$ cat src/rtl/core/apq_pkg.sv
// apq_pkg: types and codes shared by the priority queue cells and top level.
// No dependencies.
`timescale 1ns / 1ps

package apq_pkg;

    // Operation codes carried in the operation field
    localparam logic OP_ENQUEUE = 1'b0;
    localparam logic OP_DEQUEUE = 1'b1;

    // Result status codes
    typedef enum logic [1:0] {
        ST_OK        = 2'd0,
        ST_OVERFLOW  = 2'd1,
        ST_UNDERFLOW = 2'd2
    } t_status;

    // One input transaction
    typedef struct packed {
        logic               operation;
        logic signed [31:0] item_value;
        logic signed [15:0] item_priority;
    } t_in_item;

    // One result transaction
    typedef struct packed {
        t_status            status;
        logic signed [31:0] out_value;
        logic signed [15:0] out_priority;
        logic        [4:0]  entry_count;
        logic               is_empty;
        logic               is_full;
    } t_out_item;

    // One stored entry
    typedef struct packed {
        logic signed [31:0] value;
        logic signed [15:0] prio;
    } t_entry;

    // Per-cycle command broadcast to every cell
    typedef struct packed {
        logic enq;
        logic deq;
    } t_cell_cmd;

endpackage

$ cat src/rtl/core/apq_cell.sv
// apq_cell: one slot of the sorted shift chain of the priority queue.
// Depends on apq_pkg (t_entry, t_cell_cmd).
`timescale 1ns / 1ps

module apq_cell
    import apq_pkg::*;
(
    input  logic      i_clk,
    input  t_cell_cmd i_cmd,
    input  logic      i_occ,
    input  t_entry    i_new,
    input  logic      i_prev_ins,
    input  t_entry    i_prev,
    input  t_entry    i_next,
    output logic      o_ins,
    output t_entry    o_entry
);

    t_entry r_entry;
    t_entry n_entry;

    // Insert at or before this slot when it is free or the new priority is strictly higher;
    // equal priorities stay ahead so arrival order breaks ties
    assign o_ins = !i_occ || ($signed(i_new.prio) > $signed(r_entry.prio));

    // Take the new entry at the insert point, shift down behind it, shift up on removal
    always_comb begin
        n_entry = r_entry;
        if (i_cmd.enq && o_ins) begin
            n_entry = i_prev_ins ? i_prev : i_new;
        end else if (i_cmd.deq) begin
            n_entry = i_next;
        end
    end

    always_ff @(posedge i_clk) begin
        r_entry <= n_entry;
    end

    assign o_entry = r_entry;

endmodule

$ cat src/rtl/core/array_priority_queue.sv
// A result is registered and presented in the cycle after its transaction is accepted.
// Throughput: one transaction per cycle while results are taken at once; every cell of the
// sorted chain updates together. A result left waiting holds off the input until
// the cycle in which it is taken.
// Reset: clears the entry count and the output valid; cell contents are not cleared.
// array_priority_queue: top level; instantiates DEPTH apq_cell slots, uses apq_pkg.
`timescale 1ns / 1ps

module array_priority_queue
    import apq_pkg::*;
#(
    parameter int DEPTH = 16
) (
    input  logic      i_clk,
    input  logic      i_rst_n,
    input  logic      i_in_valid,
    output logic      o_in_ready,
    input  t_in_item  i_in_data,
    output logic      o_out_valid,
    input  logic      i_out_ready,
    output t_out_item o_out_data
);

    localparam int CW = $clog2(DEPTH + 1);
    localparam logic [CW-1:0] FULL_CNT = CW'(DEPTH);

    logic [CW-1:0]   r_count;
    logic [CW-1:0]   n_count;
    logic            r_out_valid;
    t_out_item       r_out;
    t_out_item       n_out;
    logic            w_accept;
    logic            w_full;
    logic            w_empty;
    logic            w_enq_do;
    logic            w_deq_do;
    t_cell_cmd       w_cmd;
    t_entry          w_new;
    t_entry          w_entry [DEPTH];
    logic [DEPTH-1:0] w_ins;
    logic [CW+4:0]   w_cnt_ext;

    // Handshake and command decode
    assign o_in_ready = !r_out_valid || i_out_ready;
    assign w_accept   = i_in_valid && o_in_ready;
    assign w_full     = (r_count == FULL_CNT);
    assign w_empty    = (r_count == '0);
    assign w_enq_do   = w_accept && (i_in_data.operation == OP_ENQUEUE) && !w_full;
    assign w_deq_do   = w_accept && (i_in_data.operation == OP_DEQUEUE) && !w_empty;
    assign w_cmd.enq  = w_enq_do;
    assign w_cmd.deq  = w_deq_do;
    assign w_new.value = i_in_data.item_value;
    assign w_new.prio  = i_in_data.item_priority;

    // Chain of cells, kept sorted by priority, highest at the head
    for (genvar gi = 0; gi < DEPTH; gi++) begin : g_cell
        logic   w_occ;
        logic   w_prev_ins;
        t_entry w_prev;
        t_entry w_next;

        assign w_occ = (r_count > CW'(gi));

        if (gi == 0) begin : g_head
            assign w_prev_ins = 1'b0;
            assign w_prev     = w_new;
        end else begin : g_body
            assign w_prev_ins = w_ins[gi-1];
            assign w_prev     = w_entry[gi-1];
        end

        if (gi == DEPTH - 1) begin : g_tail
            assign w_next = '0;
        end else begin : g_link
            assign w_next = w_entry[gi+1];
        end

        apq_cell u_cell (
            .i_clk      (i_clk),
            .i_cmd      (w_cmd),
            .i_occ      (w_occ),
            .i_new      (w_new),
            .i_prev_ins (w_prev_ins),
            .i_prev     (w_prev),
            .i_next     (w_next),
            .o_ins      (w_ins[gi]),
            .o_entry    (w_entry[gi])
        );
    end

    // Advance the entry count
    always_comb begin
        n_count = r_count;
        if (w_enq_do) begin
            n_count = r_count + 1'b1;
        end else if (w_deq_do) begin
            n_count = r_count - 1'b1;
        end
    end

    assign w_cnt_ext = {5'd0, n_count};

    // Build the result for the accepted transaction
    always_comb begin
        n_out              = '0;
        n_out.status       = ST_OK;
        n_out.entry_count  = w_cnt_ext[4:0];
        n_out.is_empty     = (n_count == '0);
        n_out.is_full      = (n_count == FULL_CNT);
        if (i_in_data.operation == OP_ENQUEUE) begin
            if (w_full) begin
                n_out.status = ST_OVERFLOW;
            end
        end else begin
            if (w_empty) begin
                n_out.status = ST_UNDERFLOW;
            end else begin
                n_out.out_value    = w_entry[0].value;
                n_out.out_priority = w_entry[0].prio;
            end
        end
    end

    // Control registers
    always_ff @(posedge i_clk) begin
        if (!i_rst_n) begin
            r_count     <= '0;
            r_out_valid <= 1'b0;
        end else begin
            r_count <= n_count;
            if (w_accept) begin
                r_out_valid <= 1'b1;
            end else if (i_out_ready) begin
                r_out_valid <= 1'b0;
            end
        end
    end

    // Hold the result until it is taken
    always_ff @(posedge i_clk) begin
        if (w_accept) begin
            r_out <= n_out;
        end
    end

    assign o_out_valid = r_out_valid;
    assign o_out_data  = r_out;

    // Count stays within the chain
    a_count_bound: assert property (@(posedge i_clk) disable iff (!i_rst_n)
        r_count <= FULL_CNT)
        else $error("entry count exceeds depth");

    // Overflow leaves the count unchanged
    a_overflow_hold: assert property (@(posedge i_clk) disable iff (!i_rst_n)
        (w_accept && (i_in_data.operation == OP_ENQUEUE) && w_full) |=> $stable(r_count))
        else $error("count changed on overflow");

    // Successful dequeue removes exactly one entry
    a_deq_count: assert property (@(posedge i_clk) disable iff (!i_rst_n)
        w_deq_do |=> (r_count == $past(r_count) - 1'b1))
        else $error("dequeue did not decrement count");

    // Head of the chain holds a priority no lower than the second entry
    a_head_sorted: assert property (@(posedge i_clk) disable iff (!i_rst_n)
        (r_count >= CW'(2)) |->
            ($signed(w_entry[0].prio) >= $signed(w_entry[1].prio)))
        else $error("chain head out of priority order");

    // Every accepted transaction produces a result
    a_result_follows: assert property (@(posedge i_clk) disable iff (!i_rst_n)
        w_accept |=> r_out_valid)
        else $error("accepted transaction produced no result");

endmodule

$ cat config.mk
export PLATFORM = sky130hd
export DESIGN_NAME = array_priority_queue
export DESIGN_NICKNAME = d
export VERILOG_FILES = /design/src/rtl/core/apq_pkg.sv /design/src/rtl/core/apq_cell.sv /design/src/rtl/core/array_priority_queue.sv
export SDC_FILE = /design/constraint.sdc
export NUM_CORES = 2
export LEC_CHECK = 0
export ABC_CLOCK_PERIOD_IN_PS = 8600
export BUFFER_PORTS_ARGS = -buffer_cell sky130_fd_sc_hd__buf_2
export CELL_PAD_IN_SITES_DETAIL_PLACEMENT = 0
export CELL_PAD_IN_SITES_GLOBAL_PLACEMENT = 1
export CORE_MARGIN = 2
export CORE_UTILIZATION = 54
export DETAILED_ROUTE_END_ITERATION = 16
export GPL_ROUTABILITY_DRIVEN = 0
export PLACE_DENSITY = 0.87
export REMOVE_ABC_BUFFERS = 1
export SLEW_MARGIN = 25
export SYNTH_ARGS = -nofsm -noshare
export SYNTH_HDL_FRONTEND = slang
export SYNTH_HIERARCHICAL = 1
export SYNTH_SLANG_ARGS = --single-unit
$ cat constraint.sdc
create_clock -name i_clk -period 8.6 [get_ports i_clk]
set_input_delay 1.72 -clock i_clk [delete_from_list [all_inputs] [get_ports i_clk]]
set_output_delay 1.72 -clock i_clk [all_outputs]
set_load 0.03 [all_outputs]
==> flow_summary.yaml <==
cells_and_area:
  syn2layout_area_growth_pct: 9.23
  drive_above_1_share_pct: 48.5
  final_util_pct: 59.5
  fill_cells: 7554
  finalNetCount: 4232
clock_network:
  numCtsBuffers: 94
  h-tree-depth: 3
  clk_latency_ns: 0.67
  cts_tree: "done"
  cts.sinks: 831
  cts_buffer_depth: 3
  cts-resized-gates: 0
  cts-root-buf: "clkbuf_16"
  hold_buffers: 0
  postCtsSetupBuffers: 0
  clk_pin_slew_worst_paths_ns: 0.06
critical_path:
  start_kind: "input port"
  endpoint_kind: "flop"
  r2r_end: "g_cell[2].u_cell/o_entry[25]$_DFFE_PP_"
  rr_worst_depth: 12
  worstSetupPathType: "in -> reg"
  cpMaxStageDelayCell: "o21ai_4"
  path_delay_family: "buffers and inverters"
  slowest_delay_ns: 0.65
  worst-path-max-fanout: 30
  cp.required_ns: 8.99
  worst_ep_arrival_time_ns: 5.64
  r2r_slack_ns: 3.94
  reg2reg_from: "r_count[0]$_SDFF_PN0_"
  cp_cell_sequence: "buf_2 > buf_4 > ha_1 > and4_1 > a221oi_1 > nand2_1 > xor2_1 > o21ai_4 > buf_4 > mux2_2 > mux2_2"
  path_buf_inv: 3
drt:
  drt_iter0_markers: 2345
  drc: 0
  num_vias: 31300
  antenna_left: 0
  totalWireLength_um: 121000
  wl_per_cell_um: 23.0
  vias_per_cell: 5.94
  first_pass_iters: 7
timing:
  hold_violations: 0
  setup_slack_ns: 3.35
  relSlewSlack_pct: 15.9
  fin_crit_sh_pct: 61.0
  setup_viol: 0
  clock_skew_ns: 0.0343
  setup_tns_ns: 0
  worst_pin_slew_ns: 1.25
  clock.fmax_mhz: 191
  period_minus_slack_ns: 5.25
  drv_slew: 0
  rsz0062_at_grt: "false"
job:
  maxCapViolCount: 0
grt:
  grtUsageTotal_pct: 24.2
  antenna_found_initial: 3
  grt_pass1_wl_um: 190000
  grt_overflow: 0
  grt_max_degree: 66
  first_global_vias: 31800
min_path:
  holdPathEnd: "g_cell[14].u_cell/o_entry[28]$_DFFE_PP_"
  hold_path_class: "reg -> reg"
  whs_path_depth: 1
  hold_start: "g_cell[15].u_cell/o_entry[28]$_DFFE_PP_"
floorplan:
  rows: 114
  die_area_mm2: 0.100
  start_util_pct: 54.5
  boundaryPins: 112
  fp.dieH_um: 316
  core_area_mm2: 0.0967
  die_x_um: 316
logic_synthesis:
  ys_warn_count: 6
  avgSynthCellArea_um2: 13.9
  netlist_instances: 3780
  synth_area_mm2: 0.0527
pwr:
  leakage_nw: 22.3
  ir_drop_uv: 202
  p_per_area_mw_per_mm2: 354
placement:
  port_buffers: 111
  dpl.hpwl_um: 87200
  post-place-ws_ns: 2.77
status:
  status: "complete, no violations"
[sequential cells by signal, summed over array words and instances, names as in the netlist]
signal and count:
g_cell.u_cell/o_entry 768, o_out_data 57, o_out_valid 1, r_count 5
[worst max-delay path by stage]
stage	start	endpoint	depth (start not counted)
finish	i_in_data[15]	g_cell[1].u_cell/o_entry[34]$_DFFE_PP_	11
global route	i_in_data[15]	g_cell[1].u_cell/o_entry[16]$_DFFE_PP_	11
CTS	i_in_data[15]	g_cell[1].u_cell/o_entry[28]$_DFFE_PP_	11
detailed placement	i_in_data[15]	g_cell[1].u_cell/o_entry[28]$_DFFE_PP_	11
global placement	i_in_data[13]	g_cell[9].u_cell/o_entry[32]$_DFFE_PP_	9
floorplan	i_out_ready	g_cell[4].u_cell/o_entry[0]$_DFFE_PP_	6
[power breakdown]
part / internal, mW / switching (mW)
Combinational: 4.24 / 3.87
Sequential: 6.95 / 1.12
Clock: 2.52 / 1.67
[per-layer routing]
| layer | part of all wire, % | wire, um | up-vias | track usage (%) |
|---|---|---|---|---|
| li1 | - | - | 14600 | - |
| met1 | 49 | 58900 | 15600 | 36.7 |
| met2 | 44 | 52800 | 937 | 36.8 |
| met3 | 5.5 | 6700 | 167 | 2.98 |
| met4 | 2.2 | 2720 | 0 | 5.89 |
| met5 | 0 | 0 | - | 0 |
[per-stage QoR]
step / cells / total power [mW] / cell area (um2) / hold slack, ns
2_1_floorplan: 3652 / 14.0 / 51600 / 0.525
3_3_place_gp: 5097 / 15.9 / 54300 / 0.525
3_5_place_dp: 5097 / 16.2 / 54400 / 0.533
4_1_cts: 5268 / 20.4 / 57600 / 0.537
5_1_grt: 5268 / 21.5 / 57600 / 0.555
6_report: 5269 / 20.4 / 57600 / 0.534
[cell usage in the layout, fill, tap and decap left out, types with 11 or more instances in the layout]
cell,instances
a211oi_2,16
a21oi_1,95
and3_1,56
buf_2,111
buf_4,58
bufinv_16,17
clkbuf_1,13
clkbuf_16,94
clkinv_1,19
clkinv_2,16
conb_1,52
edfxtp_1,825
ha_1,262
inv_1,292
mux2_2,1376
mux2_4,144
nand2_1,126
nand2b_1,16
nand3_1,25
nand3b_1,16
nand4_1,49
nor2_1,22
nor3_2,11
o21ai_0,52
o21ai_1,12
or2_4,11
[area by class of cell]
cell class,instances,area (um2),area share [%]
inverters,294,1100,1.92
repair buffers,169,991,1.72
well taps,1276,1600,2.77
diodes,1,2.50,0.00435
clock buffers,107,2400,4.17
clock inverters,64,777,1.35
flip-flops and latches,831,24900,43.2
multi-input cells,2527,25800,44.8
Power figures use the tool's default switching activity.
